--- src/rtl/fraction_reduce_and_scalar_update_top_defines.svh ---
// Assertion macros shared by the fraction reduce and scalar update RTL.
// Each macro expects the including module to have aclk and aresetn in scope.
`ifndef FRACTION_REDUCE_AND_SCALAR_UPDATE_TOP_DEFINES_SVH
`define FRACTION_REDUCE_AND_SCALAR_UPDATE_TOP_DEFINES_SVH

// Property checked at every rising clock edge outside reset.
`define FRSU_ASSERT(label, prop, msg) \
    label: assert property (@(posedge aclk) disable iff (!aresetn) prop) \
        else $error(msg);

// Implication: when cond holds, result must hold at the next edge.
`define FRSU_ASSERT_NEXT(label, cond, result, msg) \
    label: assert property (@(posedge aclk) disable iff (!aresetn) \
        (cond) |=> (result)) else $error(msg);

`endif

--- src/rtl/frsu_pkg.sv ---
// Package for the fraction reduce and scalar update block.
// Holds command codes and the control and status types of the shared unit.
`default_nettype none

package frsu_pkg;

    // Command codes carried on s_tuser.
    localparam logic [2:0] CMD_LOAD = 3'd0;
    localparam logic [2:0] CMD_ADD  = 3'd1;
    localparam logic [2:0] CMD_SUB  = 3'd2;
    localparam logic [2:0] CMD_MUL  = 3'd3;
    localparam logic [2:0] CMD_DIV  = 3'd4;

    // Operation of the shared shift/add unit.
    typedef enum logic {
        ALU_MUL = 1'b0,
        ALU_DIV = 1'b1
    } alu_op_t;

    // Request from the sequencer to the shared unit.
    typedef struct packed {
        logic    start;
        alu_op_t op;
    } alu_ctrl_t;

    // Status from the shared unit back to the sequencer.
    typedef struct packed {
        logic busy;
        logic done;
    } alu_stat_t;

endpackage

`default_nettype wire

--- src/rtl/frsu_alu.sv ---
// Shared iterative unit: shift-and-add multiply (low half) or signed
// truncating divide with remainder, one bit per cycle. Uses frsu_pkg.
`default_nettype none

module frsu_alu #(
    parameter int W = 32
) (
    input  wire                 aclk,
    input  wire                 aresetn,
    input  frsu_pkg::alu_ctrl_t ctrl,
    input  wire [W-1:0]         opa,
    input  wire [W-1:0]         opb,
    output frsu_pkg::alu_stat_t stat,
    output logic [W-1:0]        res_q,
    output logic [W-1:0]        res_r
);

    localparam int CW = $clog2(W);

    logic                busy_reg, busy_next;
    logic                done_reg, done_next;
    logic [CW-1:0]       cnt_reg, cnt_next;
    frsu_pkg::alu_op_t   op_reg, op_next;
    logic [W-1:0]        acc_reg, acc_next;
    logic [W-1:0]        x_reg, x_next;
    logic [W-1:0]        y_reg, y_next;
    logic                sq_reg, sq_next;
    logic                sr_reg, sr_next;

    logic [W:0]          rem_sh;
    logic [W:0]          diff;
    logic [W-1:0]        mag_a;
    logic [W-1:0]        mag_b;

    // Magnitudes of the operands for the divider.
    assign mag_a = opa[W-1] ? (W'(0) - opa) : opa;
    assign mag_b = opb[W-1] ? (W'(0) - opb) : opb;

    // Restoring divide step: shift in the next dividend bit, try a subtract.
    assign rem_sh = {acc_reg, x_reg[W-1]};
    assign diff   = rem_sh - {1'b0, y_reg};

    // Load on start, otherwise step while busy.
    always_comb begin
        busy_next = busy_reg;
        done_next = 1'b0;
        cnt_next  = cnt_reg;
        op_next   = op_reg;
        acc_next  = acc_reg;
        x_next    = x_reg;
        y_next    = y_reg;
        sq_next   = sq_reg;
        sr_next   = sr_reg;
        if (ctrl.start && !busy_reg) begin
            busy_next = 1'b1;
            cnt_next  = '0;
            op_next   = ctrl.op;
            acc_next  = '0;
            if (ctrl.op == frsu_pkg::ALU_DIV) begin
                x_next  = mag_a;
                y_next  = mag_b;
                sq_next = opa[W-1] ^ opb[W-1];
                sr_next = opa[W-1];
            end else begin
                x_next  = opa;
                y_next  = opb;
                sq_next = 1'b0;
                sr_next = 1'b0;
            end
        end else if (busy_reg) begin
            cnt_next = cnt_reg + CW'(1);
            if (op_reg == frsu_pkg::ALU_DIV) begin
                if (!diff[W]) begin
                    acc_next = diff[W-1:0];
                end else begin
                    acc_next = rem_sh[W-1:0];
                end
                x_next = {x_reg[W-2:0], ~diff[W]};
            end else begin
                if (y_reg[0]) begin
                    acc_next = acc_reg + x_reg;
                end
                x_next = {x_reg[W-2:0], 1'b0};
                y_next = {1'b0, y_reg[W-1:1]};
            end
            if (cnt_reg == CW'(W - 1)) begin
                busy_next = 1'b0;
                done_next = 1'b1;
            end
        end
    end

    // Control state is reset; the datapath is not.
    always_ff @(posedge aclk) begin
        if (!aresetn) begin
            busy_reg <= 1'b0;
            done_reg <= 1'b0;
            cnt_reg  <= '0;
            op_reg   <= frsu_pkg::ALU_MUL;
        end else begin
            busy_reg <= busy_next;
            done_reg <= done_next;
            cnt_reg  <= cnt_next;
            op_reg   <= op_next;
        end
        acc_reg <= acc_next;
        x_reg   <= x_next;
        y_reg   <= y_next;
        sq_reg  <= sq_next;
        sr_reg  <= sr_next;
    end

    // Results: product, or signed quotient and remainder.
    always_comb begin
        if (op_reg == frsu_pkg::ALU_DIV) begin
            res_q = sq_reg ? (W'(0) - x_reg) : x_reg;
            res_r = sr_reg ? (W'(0) - acc_reg) : acc_reg;
        end else begin
            res_q = acc_reg;
            res_r = '0;
        end
    end

    assign stat.busy = busy_reg;
    assign stat.done = done_reg;

`include "fraction_reduce_and_scalar_update_top_defines.svh"

    `FRSU_ASSERT_NEXT(a_start_busy, ctrl.start && !busy_reg, busy_reg, "start did not set busy")
    `FRSU_ASSERT_NEXT(a_done_pulse, done_reg, !done_reg, "done held longer than one cycle")
    `FRSU_ASSERT(a_rem_small, (done_reg && op_reg == frsu_pkg::ALU_DIV) |-> (acc_reg < y_reg), "remainder not below divisor")

endmodule

`default_nettype wire

--- src/rtl/fraction_reduce_and_scalar_update_top.sv ---
// Top level of the fraction reduce and scalar update block: sequencer,
// held fraction and output register. Uses frsu_pkg and frsu_alu.
//
//  channel | dir | tdata (low bit up)                    | tuser
//  s_      | in  | operand_value[31:0], load_denominator | cmd[2:0]
//  m_      | out | numerator_out[31:0], denominator_out  | -
//
// Every multiply and divide runs on one shared unit. A scalar command takes one
// multiply; a load takes one divide per Euclid remainder step and then two more
// to reduce the numerator and the denominator by the GCD, unless both are zero.
// s_tready is high only while the sequencer is idle; a finished result waits
// in the output register, and a new transaction can be taken meanwhile.
// Reset (aresetn low, synchronous) sets the fraction to 0/1.
`default_nettype none

module fraction_reduce_and_scalar_update_top #(
    parameter int VALUE_WIDTH = 32
) (
    input  wire         aclk,
    input  wire         aresetn,
    input  wire         s_tvalid,
    output logic        s_tready,
    input  wire  [63:0] s_tdata,   // operand_value[31:0], load_denominator[63:32]
    input  wire  [2:0]  s_tuser,   // cmd[2:0]
    output logic        m_tvalid,
    input  wire         m_tready,
    output logic [63:0] m_tdata    // numerator_out[31:0], denominator_out[63:32]
);

    localparam int W = VALUE_WIDTH;

    typedef enum logic [7:0] {
        ST_IDLE     = 8'b0000_0001,
        ST_GCD      = 8'b0000_0010,
        ST_GCD_WAIT = 8'b0000_0100,
        ST_NUM_WAIT = 8'b0000_1000,
        ST_DEN_WAIT = 8'b0001_0000,
        ST_SCALAR   = 8'b0010_0000,
        ST_MUL_WAIT = 8'b0100_0000,
        ST_WRITE    = 8'b1000_0000
    } state_t;

    state_t              state_reg, state_next;
    logic [2:0]          cmd_reg, cmd_next;
    logic [W-1:0]        x_reg, x_next;
    logic [W-1:0]        num_reg, num_next;
    logic [W-1:0]        den_reg, den_next;
    logic [W-1:0]        ga_reg, ga_next;
    logic [W-1:0]        gb_reg, gb_next;
    logic                m_valid_reg, m_valid_next;
    logic [63:0]         m_data_reg, m_data_next;

    frsu_pkg::alu_ctrl_t alu_ctrl;
    frsu_pkg::alu_stat_t alu_stat;
    logic [W-1:0]        alu_a;
    logic [W-1:0]        alu_b;
    logic [W-1:0]        alu_q;
    logic [W-1:0]        alu_r;

    logic                s_accept;
    logic [W-1:0]        in_a;
    logic [W-1:0]        in_b;

    logic                alu_waiting;
    logic                gcd_dividing;

    assign s_tready = (state_reg == ST_IDLE);
    assign s_accept = s_tvalid && s_tready;

    // Inputs are sign-extended or wrapped to the internal width.
    assign in_a = W'(signed'(s_tdata[31:0]));
    assign in_b = W'(signed'(s_tdata[63:32]));

    frsu_alu #(
        .W (W)
    ) u_alu (
        .aclk    (aclk),
        .aresetn (aresetn),
        .ctrl    (alu_ctrl),
        .opa     (alu_a),
        .opb     (alu_b),
        .stat    (alu_stat),
        .res_q   (alu_q),
        .res_r   (alu_r)
    );

    // Sequencer and held fraction.
    always_comb begin
        state_next   = state_reg;
        cmd_next     = cmd_reg;
        x_next       = x_reg;
        num_next     = num_reg;
        den_next     = den_reg;
        ga_next      = ga_reg;
        gb_next      = gb_reg;
        m_valid_next = m_valid_reg;
        m_data_next  = m_data_reg;
        alu_ctrl     = '{start: 1'b0, op: frsu_pkg::ALU_DIV};
        alu_a        = ga_reg;
        alu_b        = gb_reg;

        // The output register empties when the consumer takes the transaction.
        if (m_valid_reg && m_tready) begin
            m_valid_next = 1'b0;
        end

        case (state_reg)
            ST_IDLE: begin
                if (s_accept) begin
                    cmd_next = s_tuser;
                    x_next   = in_a;
                    case (s_tuser)
                        frsu_pkg::CMD_LOAD: begin
                            num_next   = in_a;
                            den_next   = in_b;
                            ga_next    = in_a;
                            gb_next    = in_b;
                            state_next = ST_GCD;
                        end
                        frsu_pkg::CMD_ADD, frsu_pkg::CMD_SUB,
                        frsu_pkg::CMD_MUL, frsu_pkg::CMD_DIV: begin
                            state_next = ST_SCALAR;
                        end
                        default: begin
                            state_next = ST_WRITE;
                        end
                    endcase
                end
            end
            // One Euclid step per pass: (a, b) becomes (b, a rem b); once b is zero, reduce by a.
            ST_GCD: begin
                if (gb_reg != '0) begin
                    alu_ctrl   = '{start: 1'b1, op: frsu_pkg::ALU_DIV};
                    state_next = ST_GCD_WAIT;
                end else if (ga_reg != '0) begin
                    alu_ctrl   = '{start: 1'b1, op: frsu_pkg::ALU_DIV};
                    alu_a      = num_reg;
                    alu_b      = ga_reg;
                    state_next = ST_NUM_WAIT;
                end else begin
                    state_next = ST_WRITE;
                end
            end
            ST_GCD_WAIT: begin
                if (alu_stat.done) begin
                    ga_next    = gb_reg;
                    gb_next    = alu_r;
                    state_next = ST_GCD;
                end
            end
            // Numerator reduced; start the denominator right away.
            ST_NUM_WAIT: begin
                if (alu_stat.done) begin
                    num_next   = alu_q;
                    alu_ctrl   = '{start: 1'b1, op: frsu_pkg::ALU_DIV};
                    alu_a      = den_reg;
                    alu_b      = ga_reg;
                    state_next = ST_DEN_WAIT;
                end
            end
            ST_DEN_WAIT: begin
                if (alu_stat.done) begin
                    den_next   = alu_q;
                    state_next = ST_WRITE;
                end
            end
            ST_SCALAR: begin
                alu_ctrl   = '{start: 1'b1, op: frsu_pkg::ALU_MUL};
                alu_a      = (cmd_reg == frsu_pkg::CMD_MUL) ? num_reg : den_reg;
                alu_b      = x_reg;
                state_next = ST_MUL_WAIT;
            end
            ST_MUL_WAIT: begin
                if (alu_stat.done) begin
                    case (cmd_reg)
                        frsu_pkg::CMD_ADD: num_next = num_reg + alu_q;
                        frsu_pkg::CMD_SUB: num_next = num_reg - alu_q;
                        frsu_pkg::CMD_MUL: num_next = alu_q;
                        default:           den_next = alu_q;
                    endcase
                    state_next = ST_WRITE;
                end
            end
            // Present the fraction once the output register is free.
            ST_WRITE: begin
                if (!m_valid_reg || m_tready) begin
                    m_valid_next = 1'b1;
                    m_data_next  = {32'(signed'(den_reg)), 32'(signed'(num_reg))};
                    state_next   = ST_IDLE;
                end
            end
            default: begin
                state_next = ST_IDLE;
            end
        endcase
    end

    always_ff @(posedge aclk) begin
        if (!aresetn) begin
            state_reg   <= ST_IDLE;
            m_valid_reg <= 1'b0;
            num_reg     <= '0;
            den_reg     <= W'(1);
        end else begin
            state_reg   <= state_next;
            m_valid_reg <= m_valid_next;
            num_reg     <= num_next;
            den_reg     <= den_next;
        end
        cmd_reg    <= cmd_next;
        x_reg      <= x_next;
        ga_reg     <= ga_next;
        gb_reg     <= gb_next;
        m_data_reg <= m_data_next;
    end

    assign m_tvalid = m_valid_reg;
    assign m_tdata  = m_data_reg;

    // States in which the sequencer waits on the shared unit.
    assign alu_waiting  = (state_reg inside {ST_GCD_WAIT, ST_NUM_WAIT, ST_DEN_WAIT, ST_MUL_WAIT});
    assign gcd_dividing = (state_reg inside {ST_NUM_WAIT, ST_DEN_WAIT});

`include "fraction_reduce_and_scalar_update_top_defines.svh"

    `FRSU_ASSERT(a_start_free, alu_ctrl.start |-> !alu_stat.busy, "shared unit started while busy")
    `FRSU_ASSERT(a_done_waiting, alu_stat.done |-> alu_waiting, "result not awaited")
    `FRSU_ASSERT(a_gcd_nonzero, gcd_dividing |-> (ga_reg != '0), "division by a zero GCD")

endmodule

`default_nettype wire
--- config.mk ---
export PLATFORM = sky130hd
export DESIGN_NAME = fraction_reduce_and_scalar_update_top
export DESIGN_NICKNAME = d
export VERILOG_FILES = /design/src/rtl/frsu_pkg.sv /design/src/rtl/frsu_alu.sv /design/src/rtl/fraction_reduce_and_scalar_update_top.sv
export VERILOG_INCLUDE_DIRS = /design/src /design/src/rtl
export SDC_FILE = /design/constraint.sdc
export NUM_CORES = 1
export LEC_CHECK = 0
export BUFFER_PORTS_ARGS = -buffer_cell sky130_fd_sc_hd__buf_2
export CORE_UTILIZATION = 55
export CTS_CLUSTER_DIAMETER = 40
export DETAILED_ROUTE_END_ITERATION = 10
export PLACE_DENSITY = 0.76
export SLEW_MARGIN = 10
export SYNTH_ARGS = -nofsm -noshare
export SYNTH_HDL_FRONTEND = slang
export SYNTH_HIERARCHICAL = 1
export SYNTH_SLANG_ARGS = --single-unit
--- constraint.sdc ---
create_clock -name aclk -period 8.5 [get_ports aclk]
set_input_delay 0.85 -clock aclk [delete_from_list [all_inputs] [get_ports aclk]]
set_output_delay 0.85 -clock aclk [all_outputs]
set_load 0.05 [all_outputs]
==> metrics <==
result of the run finished, final reports clean; Layout Utilization 0.6233; num ports 137; largest net degree at the start of global routing 73; total congestion overflow 0; post-layout net count between 2000 and 3000; IR Drop Worst-Case VDD 0.2204 mV; layout cell share with drive strength beyond 1 0.1101; total standard cell area after synthesis 0.02351 mm²; YS warnings 6; horizontal die dimension approximately 210 µm; count of instances resized after the clock tree is built 0; Die Span Y 208.8 µm; maximum clock path buffer count 3; placement-stage worst setup slack between 1.5 and 2 ns; post-route minimum period 6.783 ns; half-perimeter wire length after detailed placement 57260 µm; share of the clock period used by the worst path after layout 0.7980; Final Slew Violations 0; number of buffers and inverters on the critical path 1; setup ws final 1.717 ns; count of non-filler cells in the finished layout between 3000 and 4000; global-route total usage across every layer 0.3412; first-pass detailed-route iteration total 8; flip-flop count of the largest register after layout 64; clock slew at reported path FFs 0.06 ns; highest clock frequency the design can meet 147.4 MHz; die area 0.04358 mm²; first-pass GRT wire length ~120000 µm; final count of negative-setup-slack endpoints 0; via density per instance 6.388; clock insertion delay at the later pin of the skew report between 0.5 and 0.6 ns; Final Hold Violating Endpoints 0; Top cell by count, worst path or4_1; required time of the critical path 8.99 ns; total detailed-routing wirelength 75800 µm; max cap viols 0; Slew HR 0.1702; unrepaired setup endpoints after global routing false; count of unresolved DRC violations after routing 0; Cells after Synth 2711; Tot Pwr 7.278 mW; critical path fanouts, max 8; final RePlAce weighted congestion 0.9907; post-CTS setup buffers 0; via count of the first global-routing pass 20290; number of nets still failing antenna checks after routing 0; CTS Hold Bufs 0; number of buffers created by CTS 47; instance count after placement with tap cells included around 3300; initial antenna violation count 1; worst clock skew on the final layout 0.01820 ns; total number of vias 21540; Slowest Stage Delay on Critical Path 0.63 ns; class of the most critical hold timing path reg2reg; H-tree levels 2; leakage power of the design roughly 11 nW; initial standard-cell utilization of the core 0.5593; Port Buffers 136; ANT cells 0; Cell Rows 75; Least-Margin Pin Slew 1.242 ns; list of cells traversed by the critical path inv_1 > ha_1 > nand2b_1 > nand2b_1 > or4_1 > nand2b_1 > or4_1 > or4_1 > o31ai_1 > xor2_1 > a21oi_1 > or4_1 > or3_1 > o21ai_0 > xor2_1 > ha_1 > and3_1 > a2111oi_0 > o221ai_1 > xor2_1 > nand2_1 > a31oi_1; arrival time reported for the critical path endpoint 7.28 ns; Avg Cell Area, Syn 8.673 µm²; slowest stage cell on the critical path or4_1; Fin Setup TNS 0 ns; iteration-0 DRC count of the detailed router 2379; Top delay family on crit path simple AND/OR/NAND/NOR gates; Avg WL per Cell 22.48 µm; critical path start-end classification reg2reg; count of clock tree sinks 342; number of nets produced by synthesis ~2900; clk root buf clkbuf_16; Floorplan Core Area 0.04204 mm²; kind of start point of the critical path flip-flop; TritonCTS clock tree built; Synth-to-Final Area Change 11.45%; capturing element type of the critical path flip-flop; PwrDens 277.8 mW/mm²
-- per-layer routing --
layer / wire length, µm / vias to the layer above / track usage
li1: - / 10070 / -
met1: 33300 / 10220 / 0.4906
met2: 33190 / 1113 / 0.5232
met3: 7230 / 139 / 0.05996
met4: 2074 / 2 / 0.1029
met5: 8 / - / 0
-- through the flow --
| step | hold slack (ns) | cell area (µm²) |
|---|---|---|
| after floorplan | 0.4253 | 23510 |
| after CTS | 0.4583 | 26200 |
| after detailed placement | 0.4429 | 24570 |
| after global placement | 0.4410 | 24570 |
| after global routing | 0.4718 | 26200 |
| final | 0.4568 | 26200 |
-- cell type report --
type | count | area [µm²]
Sequential cell | 342 | 9140
Fill cell | 3612 | 15840
Clock inverter | 25 | 245.2
Clock buffer | 62 | 1389
Multi-Input combinational cell | 2098 | 13330
Tap cell | 539 | 674.4
Inverter | 142 | 533.0
Timing Repair Buffer | 164 | 890.9
-- where the power goes --
part           internal, mW  switching (mW)
clock                  1.23           0.794
sequential             1.94           0.268
combinational          1.19            1.86
-- cells in the final DEF, fill, tap and decap left out, types with 52 or more instances in the layout --
cell         n
nand2_1    390
inv_1      139
edfxtp_1   229
buf_2      136
xor2_1     114
a21oi_1    170
dfxtp_1    112
a211oi_1    52
xnor2_1    107
clkbuf_16   52
a22oi_1     84
nor2_1     214
mux2i_1     55
o21ai_0    269
ha_1       101
-- worst paths after layout --
| kind | startpoint | end | slack (ns) | cells past startpoint |
|---|---|---|---|---|
| setup / recovery | u_alu/x_reg[1] | num_reg[30] | 1.72 | 22 |
| hold / removal | den_reg[3] | m_tdata[35] | 0.46 | 0 |
| setup reg to reg | u_alu/x_reg[1] | num_reg[30] | 1.72 | 22 |
| hold reg to reg | den_reg[3] | m_tdata[35] | 0.46 | 0 |
(Power assumes the default switching activity.)
